==> src/rtl/core/sqn_pkg.sv <==
// Shared types and constants for the Newton square root block.
package sqn_pkg;

   localparam int COUNT_WIDTH = 9;
   localparam logic [COUNT_WIDTH-1:0] ITER_RESET = COUNT_WIDTH'(300);

   typedef enum logic [4:0] {
      ST_IDLE    = 5'b00001,
      ST_START   = 5'b00010,
      ST_DIVIDE  = 5'b00100,
      ST_UPDATE  = 5'b01000,
      ST_RESPOND = 5'b10000
   } sqn_state_type;

   typedef struct packed {
      logic load;
      logic div_init;
      logic div_step;
      logic update;
   } sqn_cmd_type;

   typedef struct packed {
      logic operand_zero;
      logic div_last;
   } sqn_status_type;

endpackage

==> src/rtl/core/sqn_channels.sv <==
// Channel interfaces: operand request, root response and count register write.
interface sqn_req_if #(
   parameter int DATA_WIDTH = 32
) ();
   logic                  valid;
   logic                  ready;
   logic [DATA_WIDTH-1:0] operand;

   modport source (output valid, output operand, input ready);
   modport sink (input valid, input operand, output ready);
endinterface

interface sqn_rsp_if #(
   parameter int DATA_WIDTH = 32
) ();
   logic                  valid;
   logic                  ready;
   logic [DATA_WIDTH-1:0] root;

   modport source (output valid, output root, input ready);
   modport sink (input valid, input root, output ready);
endinterface

interface sqn_csr_if import sqn_pkg::*; ();
   logic                   valid;
   logic                   ready;
   logic [COUNT_WIDTH-1:0] iteration_count;

   modport source (output valid, output iteration_count, input ready);
   modport sink (input valid, input iteration_count, output ready);
endinterface

==> src/rtl/core/square_root_newton_top.sv <==
// Top level of the Newton-Raphson fixed-point square root.
//
// req_chan carries an unsigned operand (FRAC_BITS fraction bits); rsp_chan
// returns its root in the same format. csr_chan writes the iteration count
// (reset value 300); it is always ready and should be written only while idle.
// One transaction is in flight at a time: req_chan.ready is high only while
// the block is idle, so the next operand is taken once the root has been taken.
// Each iteration uses one shared restoring divider producing one quotient bit
// per cycle, then updates the estimate. A zero operand or a zero count skips
// the divider and answers with the loaded estimate.
// The result is held in the estimate register with rsp_chan.valid high until
// the receiver raises ready; a stall simply delays the return to idle.
// Synchronous reset returns the controller to idle and the count to 300.
module square_root_newton_top import sqn_pkg::*; #(
   parameter int DATA_WIDTH = 32,
   parameter int FRAC_BITS  = 16
) (
   input logic      clock,
   input logic      reset,
   sqn_req_if.sink  req_chan,
   sqn_rsp_if.source rsp_chan,
   sqn_csr_if.sink  csr_chan
);

   sqn_cmd_type    cmd;
   sqn_status_type status;
   logic           req_ready;
   logic           rsp_valid;
   logic           csr_ready;

   sqn_ctrl u_ctrl (
      .clock     (clock),
      .reset     (reset),
      .req_valid (req_chan.valid),
      .req_ready (req_ready),
      .rsp_valid (rsp_valid),
      .rsp_ready (rsp_chan.ready),
      .csr_valid (csr_chan.valid),
      .csr_ready (csr_ready),
      .csr_data  (csr_chan.iteration_count),
      .cmd       (cmd),
      .status    (status)
   );

   sqn_datapath #(
      .DATA_WIDTH (DATA_WIDTH),
      .FRAC_BITS  (FRAC_BITS)
   ) u_datapath (
      .clock   (clock),
      .reset   (reset),
      .cmd     (cmd),
      .status  (status),
      .operand (req_chan.operand),
      .root    (rsp_chan.root)
   );

   assign req_chan.ready = req_ready;
   assign rsp_chan.valid = rsp_valid;
   assign csr_chan.ready = csr_ready;

   // never take a new transaction while a result is pending
   a_no_overlap: assert property (@(posedge clock) disable iff (reset)
      rsp_chan.valid |-> !req_chan.ready)
      else $error("request accepted while a result is pending");

   // zero operand skips the iterations and answers zero
   a_zero_fast: assert property (@(posedge clock) disable iff (reset)
      (req_chan.valid && req_chan.ready && req_chan.operand == '0)
      |-> ##2 (rsp_chan.valid && rsp_chan.root == '0))
      else $error("zero operand not answered with zero");

   // the divider only runs on a nonzero operand
   a_div_nonzero: assert property (@(posedge clock) disable iff (reset)
      cmd.div_init |-> !status.operand_zero)
      else $error("division started on a zero operand");

endmodule

==> src/rtl/core/sqn_datapath.sv <==
// Datapath: operand and estimate registers, radix-2 restoring divider, update.
module sqn_datapath import sqn_pkg::*; #(
   parameter int DATA_WIDTH = 32,
   parameter int FRAC_BITS  = 16
) (
   input  logic                  clock,
   input  logic                  reset,
   input  sqn_cmd_type           cmd,
   output sqn_status_type        status,
   input  logic [DATA_WIDTH-1:0] operand,
   output logic [DATA_WIDTH-1:0] root
);

   localparam int QW    = DATA_WIDTH + FRAC_BITS;
   localparam int CNT_W = $clog2(QW);
   localparam logic [QW-1:0] DATA_MAX = QW'({DATA_WIDTH{1'b1}});

   logic [DATA_WIDTH-1:0] operand_ff, operand_in;
   logic [DATA_WIDTH-1:0] estimate_ff, estimate_in;
   logic [DATA_WIDTH-1:0] rem_ff, rem_in;
   logic [QW-1:0]         quo_ff, quo_in;
   logic [CNT_W-1:0]      bit_cnt_ff, bit_cnt_in;

   logic [DATA_WIDTH:0]   trial;
   logic [DATA_WIDTH:0]   diff;
   logic                  fits;
   logic [QW-1:0]         q_eff;
   logic [QW:0]           sum;
   logic [QW-1:0]         half;
   logic [DATA_WIDTH-1:0] next_est;

   // one quotient bit per cycle while div_step is set, dividend shifted in from the top of quo_ff
   assign trial = {rem_ff, quo_ff[QW-1]};
   assign diff  = trial - {1'b0, estimate_ff};
   assign fits  = trial >= {1'b0, estimate_ff};

   // a zero estimate gives a quotient of DATA_WIDTH ones instead of a division by zero
   assign q_eff    = (estimate_ff == '0) ? DATA_MAX : quo_ff;
   assign sum      = (QW+1)'(estimate_ff) + (QW+1)'(q_eff);
   assign half     = sum[QW:1];
   assign next_est = (half > DATA_MAX) ? {DATA_WIDTH{1'b1}} : half[DATA_WIDTH-1:0];

   always_comb begin
      operand_in  = operand_ff;
      estimate_in = estimate_ff;
      rem_in      = rem_ff;
      quo_in      = quo_ff;
      bit_cnt_in  = bit_cnt_ff;
      if (cmd.load) begin
         operand_in  = operand;
         estimate_in = operand;
      end
      if (cmd.div_init) begin
         rem_in     = '0;
         quo_in     = QW'(operand_ff) << FRAC_BITS;
         bit_cnt_in = CNT_W'(QW - 1);
      end
      if (cmd.div_step) begin
         rem_in     = fits ? diff[DATA_WIDTH-1:0] : trial[DATA_WIDTH-1:0];
         quo_in     = {quo_ff[QW-2:0], fits};
         bit_cnt_in = bit_cnt_ff - CNT_W'(1);
      end
      if (cmd.update) begin
         estimate_in = next_est;
      end
   end

   always_ff @(posedge clock) begin
      if (reset) begin
         bit_cnt_ff <= '0;
      end else begin
         bit_cnt_ff <= bit_cnt_in;
      end
   end

   always_ff @(posedge clock) begin
      operand_ff  <= operand_in;
      estimate_ff <= estimate_in;
      rem_ff      <= rem_in;
      quo_ff      <= quo_in;
   end

   assign status.operand_zero = (operand_ff == '0);
   assign status.div_last     = (bit_cnt_ff == '0);
   assign root                = estimate_ff;

endmodule

==> src/rtl/core/sqn_ctrl.sv <==
// Controller: sequences load, division, update and response; holds the count register.
module sqn_ctrl import sqn_pkg::*; (
   input  logic                   clock,
   input  logic                   reset,
   input  logic                   req_valid,
   output logic                   req_ready,
   output logic                   rsp_valid,
   input  logic                   rsp_ready,
   input  logic                   csr_valid,
   output logic                   csr_ready,
   input  logic [COUNT_WIDTH-1:0] csr_data,
   output sqn_cmd_type            cmd,
   input  sqn_status_type         status
);

   sqn_state_type          state_ff, state_in;
   logic [COUNT_WIDTH-1:0] count_ff, count_in;
   logic [COUNT_WIDTH-1:0] steps_ff, steps_in;

   assign csr_ready = 1'b1;
   assign count_in  = csr_valid ? csr_data : count_ff;

   always_comb begin
      state_in  = state_ff;
      steps_in  = steps_ff;
      cmd       = '0;
      req_ready = 1'b0;
      rsp_valid = 1'b0;
      unique case (state_ff)
         ST_IDLE: begin
            req_ready = 1'b1;
            if (req_valid) begin
               cmd.load = 1'b1;
               steps_in = count_ff;
               state_in = ST_START;
            end
         end
         ST_START: begin
            // zero operand or zero count: the loaded estimate is the answer
            if (status.operand_zero || steps_ff == '0) begin
               state_in = ST_RESPOND;
            end else begin
               cmd.div_init = 1'b1;
               state_in     = ST_DIVIDE;
            end
         end
         ST_DIVIDE: begin
            cmd.div_step = 1'b1;
            if (status.div_last) begin
               state_in = ST_UPDATE;
            end
         end
         ST_UPDATE: begin
            cmd.update = 1'b1;
            steps_in   = steps_ff - COUNT_WIDTH'(1);
            state_in   = (steps_ff == COUNT_WIDTH'(1)) ? ST_RESPOND : ST_START;
         end
         ST_RESPOND: begin
            rsp_valid = 1'b1;
            if (rsp_ready) begin
               state_in = ST_IDLE;
            end
         end
         default: begin
            state_in = ST_IDLE;
         end
      endcase
   end

   always_ff @(posedge clock) begin
      if (reset) begin
         state_ff <= ST_IDLE;
         count_ff <= ITER_RESET;
         steps_ff <= '0;
      end else begin
         state_ff <= state_in;
         count_ff <= count_in;
         steps_ff <= steps_in;
      end
   end

endmodule

==> src/flat_wrapper.sv <==
// flat-port wrapper written by rule: the top's interface ports become plain ports
module square_root_newton_top_flat import sqn_pkg::*;
#(
   parameter int DATA_WIDTH = 32,
   parameter int FRAC_BITS  = 16
)
  (clock, reset, req_chan_valid, req_chan_operand, req_chan_ready, rsp_chan_valid, rsp_chan_root, rsp_chan_ready, csr_chan_valid, csr_chan_iteration_count, csr_chan_ready);
  sqn_req_if #(.DATA_WIDTH(DATA_WIDTH)) req_chan_i ();
  sqn_rsp_if #(.DATA_WIDTH(DATA_WIDTH)) rsp_chan_i ();
  sqn_csr_if csr_chan_i ();
  input logic clock;
  input logic reset;
  input wire logic [$bits(req_chan_i.valid)-1:0] req_chan_valid;
  input wire logic [$bits(req_chan_i.operand)-1:0] req_chan_operand;
  output wire logic [$bits(req_chan_i.ready)-1:0] req_chan_ready;
  output wire logic [$bits(rsp_chan_i.valid)-1:0] rsp_chan_valid;
  output wire logic [$bits(rsp_chan_i.root)-1:0] rsp_chan_root;
  input wire logic [$bits(rsp_chan_i.ready)-1:0] rsp_chan_ready;
  input wire logic [$bits(csr_chan_i.valid)-1:0] csr_chan_valid;
  input wire logic [$bits(csr_chan_i.iteration_count)-1:0] csr_chan_iteration_count;
  output wire logic [$bits(csr_chan_i.ready)-1:0] csr_chan_ready;
  assign req_chan_i.valid = req_chan_valid;
  assign req_chan_i.operand = req_chan_operand;
  assign req_chan_ready = req_chan_i.ready;
  assign rsp_chan_valid = rsp_chan_i.valid;
  assign rsp_chan_root = rsp_chan_i.root;
  assign rsp_chan_i.ready = rsp_chan_ready;
  assign csr_chan_i.valid = csr_chan_valid;
  assign csr_chan_i.iteration_count = csr_chan_iteration_count;
  assign csr_chan_ready = csr_chan_i.ready;
  square_root_newton_top #(.DATA_WIDTH(DATA_WIDTH), .FRAC_BITS(FRAC_BITS)) u_core (.clock(clock), .reset(reset), .req_chan(req_chan_i), .rsp_chan(rsp_chan_i), .csr_chan(csr_chan_i));
endmodule
==> config.mk <==
export PLATFORM = sky130hd
export DESIGN_NAME = square_root_newton_top_flat
export DESIGN_NICKNAME = d
export VERILOG_FILES = /design/src/rtl/core/sqn_pkg.sv /design/src/rtl/core/sqn_channels.sv /design/src/rtl/core/square_root_newton_top.sv /design/src/rtl/core/sqn_datapath.sv /design/src/rtl/core/sqn_ctrl.sv /design/src/flat_wrapper.sv
export SDC_FILE = /design/constraint.sdc
export NUM_CORES = 1
export LEC_CHECK = 0
export BUFFER_PORTS_ARGS = -buffer_cell sky130_fd_sc_hd__buf_2
export CORE_MARGIN = 1.5
export CORE_UTILIZATION = 55
export CTS_BUF_LIST = sky130_fd_sc_hd__clkbuf_4 sky130_fd_sc_hd__clkbuf_8
export CTS_CLUSTER_DIAMETER = 120
export DETAILED_ROUTE_END_ITERATION = 10
export GPL_ROUTABILITY_DRIVEN = 0
export GPL_TIMING_DRIVEN = 0
export PLACE_DENSITY = 0.74
export SKIP_LAST_GASP = 1
export SYNTH_ARGS = -nofsm -noshare
export SYNTH_HDL_FRONTEND = slang
export SYNTH_SLANG_ARGS = --single-unit
export TNS_END_PERCENT = 20
==> constraint.sdc <==
create_clock -name clock -period 9.5 [get_ports clock]
set_input_delay 1.9 -clock clock [delete_from_list [all_inputs] [get_ports clock]]
set_output_delay 1.9 -clock clock [all_outputs]
set_load 0.02 [all_outputs]
==> results.json <==
{
  "clock_sinks": 173,
  "slowest_stage": "a2111oi_4",
  "crit_chain": "nor4_1 -> nand2_1 -> or4_1 -> clkbuf_1 -> clkbuf_1 -> nand2b_1 -> ha_1 -> nand4_1 -> a21oi_1 -> o221ai_1 -> nor4_1 -> o211ai_1 -> a21o_1 -> a32o_1 -> a21oi_1 -> a31oi_1 -> a2111oi_4 -> buf_6 -> a21oi_2",
  "clk_pin_slew_worst_paths_ns": 0.12,
  "worstPathRequired_ns": 9.73,
  "via_per_inst": 6.10,
  "antenna_cells": 0,
  "cp_num_buf_inv": 3,
  "postCtsSetupBuffers": 0,
  "clock_latency_ns": 0.49,
  "maxCapViolations": 0,
  "status": "completed",
  "synth.top_cell.area_share": 0.378,
  "synth-edff-count": 144,
  "p_comb_frac": 0.469,
  "worstSetupStartpointType": "register",
  "grt_max_degree": 62,
  "synth_common_cells": "nand2_1 (170), edfxtp_1 (144), nor2_1 (120)",
  "core-area_um2": 20300,
  "synth_simple_gate_area_frac": 0.214,
  "die_area_um2": 21700,
  "syn_nets": 1354,
  "nFillCells": 1721,
  "synth-xor-area-share": 0.0460,
  "p_int_uw": 1830,
  "p_seq_frac": 0.356,
  "rows": 52,
  "p_leak_uw": 0.00508,
  "drc_errors": 0,
  "cts-root-buf": "clkbuf_8",
  "period_share": 0.726,
  "multi_input_area_um2": 6090,
  "hold_path_class": "reg2reg",
  "avgSynthCellArea_um2": 9.23,
  "critPathMaxStageDelay_ns": 0.77,
  "final_nets": 1453,
  "postRouteAntennaNets": 0,
  "fin_skew_ns": 0.0195,
  "cts_made_buffers": 17,
  "ys_seq_area_frac": 0.429,
  "netlist_area_um2": 11400,
  "initialDrtViolationCount": 1158,
  "first_pass_iters": 6,
  "relSlewSlack": 0.275,
  "setup_viol": 0,
  "swShare": 0.441,
  "yosys-top-cells-area": "edfxtp_1 (38%), ha_1 (7.3%), nand2_1 (5.6%)",
  "synthAdderAreaFrac": 0.0768,
  "syn_to_final_growth_pct": 10.7,
  "clkPwrFrac": 0.174,
  "max_slew.worst_pin.slew_ns": 1.09,
  "ir_worst_vdd_uv": 145,
  "switchingPower_uw": 1440,
  "dp_slack_ns": 2.91,
  "crit_type": "reg2reg",
  "vias": 9881,
  "crit_family": "compound AO/OA/AOI/OAI gates",
  "grt_use_total": 0.298,
  "finalSetupTns_ns": 0,
  "synth_area_leader_cell": "edfxtp_1",
  "rsz0062_at_grt": "no",
  "p_per_area_nw_per_um2": 258,
  "setup.worst_path.end_class": "register",
  "synth_cell_types": 74,
  "setup_slack_ns": 2.60,
  "drt_wl_total_um": 31600,
  "hpwl_um": 23800,
  "async_reset_ff_frac": 0,
  "die_x_um": 147,
  "synth_top_family_by_area": "simple AND/OR/NAND/NOR gates",
  "htree_levels": 4,
  "synth_cells": 1239,
  "cp_max_fo": 10,
  "port-buffer-count": 78,
  "top_level_ports": 81,
  "overflow": 0,
  "drive_above_1_share": 0.130,
  "die_h_um": 147,
  "cts_tree": "yes",
  "first_global_vias": 9354,
  "ctsResizeCount": 0,
  "total_power_uw": 3270,
  "arrival_ns": 7.14,
  "start_util": 0.563,
  "seq_area_um2": 4900,
  "routedWlPerCell_um": 19.5,
  "ys_warn_count": 0,
  "muxShareOfSynthArea": 0.0175,
  "ys.flop_type": "edfxtp_1",
  "grt_pass1_wl_um": 50100,
  "min_period_ns": 6.90,
  "yosysMostFrequentCell": "nand2_1",
  "hold_viol_final": 0,
  "clockBufferDepth": 2,
  "max_freq_mhz": 145,
  "antenna_found_initial": 0,
  "hold_buffers": 0,
  "synth-compound-area-share": 0.178,
  "ys_ff_latch": 173,
  "drv_slew": 0
}
layout make-up:
type                            count  area share
Multi-Input combinational cell    960       0.482
Sequential cell                   173       0.388
Timing Repair Buffer               80      0.0352
Tap cell                          270      0.0267
Inverter                           64      0.0192
Clock buffer                       17      0.0185
Buffer                             42      0.0156
Clock inverter                     15      0.0154
metal layers:
metal | routed length, um | up-vias | global-route usage | share of wire
li1 | - | 4699 | - | -
met3 | 2500 | 69 | 0.0450 | 0.079
met4 | 1100 | 0 | 0.113 | 0.035
met2 | 14400 | 469 | 0.470 | 0.46
met5 | 0 | - | 0 | 0
met1 | 13600 | 4644 | 0.415 | 0.43
stage by stage:
stage               instance area [um2]  instances  hold WS [ns]   util
detailed placement                12200       1589         0.490  0.602
global route                      12700       1621         0.541  0.623
CTS                               12700       1621         0.513  0.623
finish                            12700       1621         0.510  0.623
global placement                  12200       1587         0.474  0.599
floorplan                         11400       1239         0.460      -
cells in the final DEF, fill, tap and decap left out, types with 29 or more instances in the layout:
master	count
nand2_1	169
edfxtp_1	144
nor2_1	120
a21oi_1	91
buf_2	82
ha_1	67
inv_1	63
o21ai_0	44
nand2b_1	38
xnor2_1	32
nand3_1	30
a21oi_2	30
a21o_1	29
dfxtp_1	29
worst min-delay path, stage by stage (launching register included):
cell	delay, ns
dfxtp_1	0.33
o211ai_1	0.08
a21oi_1	0.06
power by group through the flow:
stage	logic (uW)	registers (uW)	clock network, uW
2_1_floorplan	1100	1170	0
3_3_place_gp	1450	1190	0
3_5_place_dp	1500	1180	0
4_1_cts	1520	1160	567
5_1_grt	1700	1180	593
6_report	1530	1170	569
cell families (layout without fill, tap and decap cells):
family | count (synthesis) | count (layout)
simple gates | 510 | 510
compound gates | 300 | 300
flops | 173 | 173
buf+inv | 106 | 218
fa+ha+maj | 69 | 69
xor+xnor | 60 | 60
mux | 20 | 20
other cells | 1 | 1
sequential cells by signal, indices dropped and copies added, names as in the netlist:
name                          flops
u_core.u_ctrl.state_ff            5
u_core.u_datapath.quo_ff         48
u_core.u_ctrl.count_ff            9
u_core.u_datapath.rem_ff         32
u_core.u_datapath.bit_cnt_ff      6
u_core.u_ctrl.steps_ff            9
u_core.u_datapath.root           32
u_core.u_datapath.operand_ff     32
path summary, 6_finish.rpt:
check / start / to / slack (ns) / cells after the start
hold reg to reg: u_core.u_ctrl.steps_ff[8] / u_core.u_ctrl.steps_ff[8] / 0.51 / 2
setup / recovery: u_core.u_datapath.root[1] / u_core.u_datapath.root[12] / 2.60 / 19
hold / removal: u_core.u_ctrl.steps_ff[8] / u_core.u_ctrl.steps_ff[8] / 0.51 / 2
setup reg to reg: u_core.u_datapath.root[1] / u_core.u_datapath.root[12] / 2.60 / 19
Note: power is estimated with default switching activity, not from simulation.
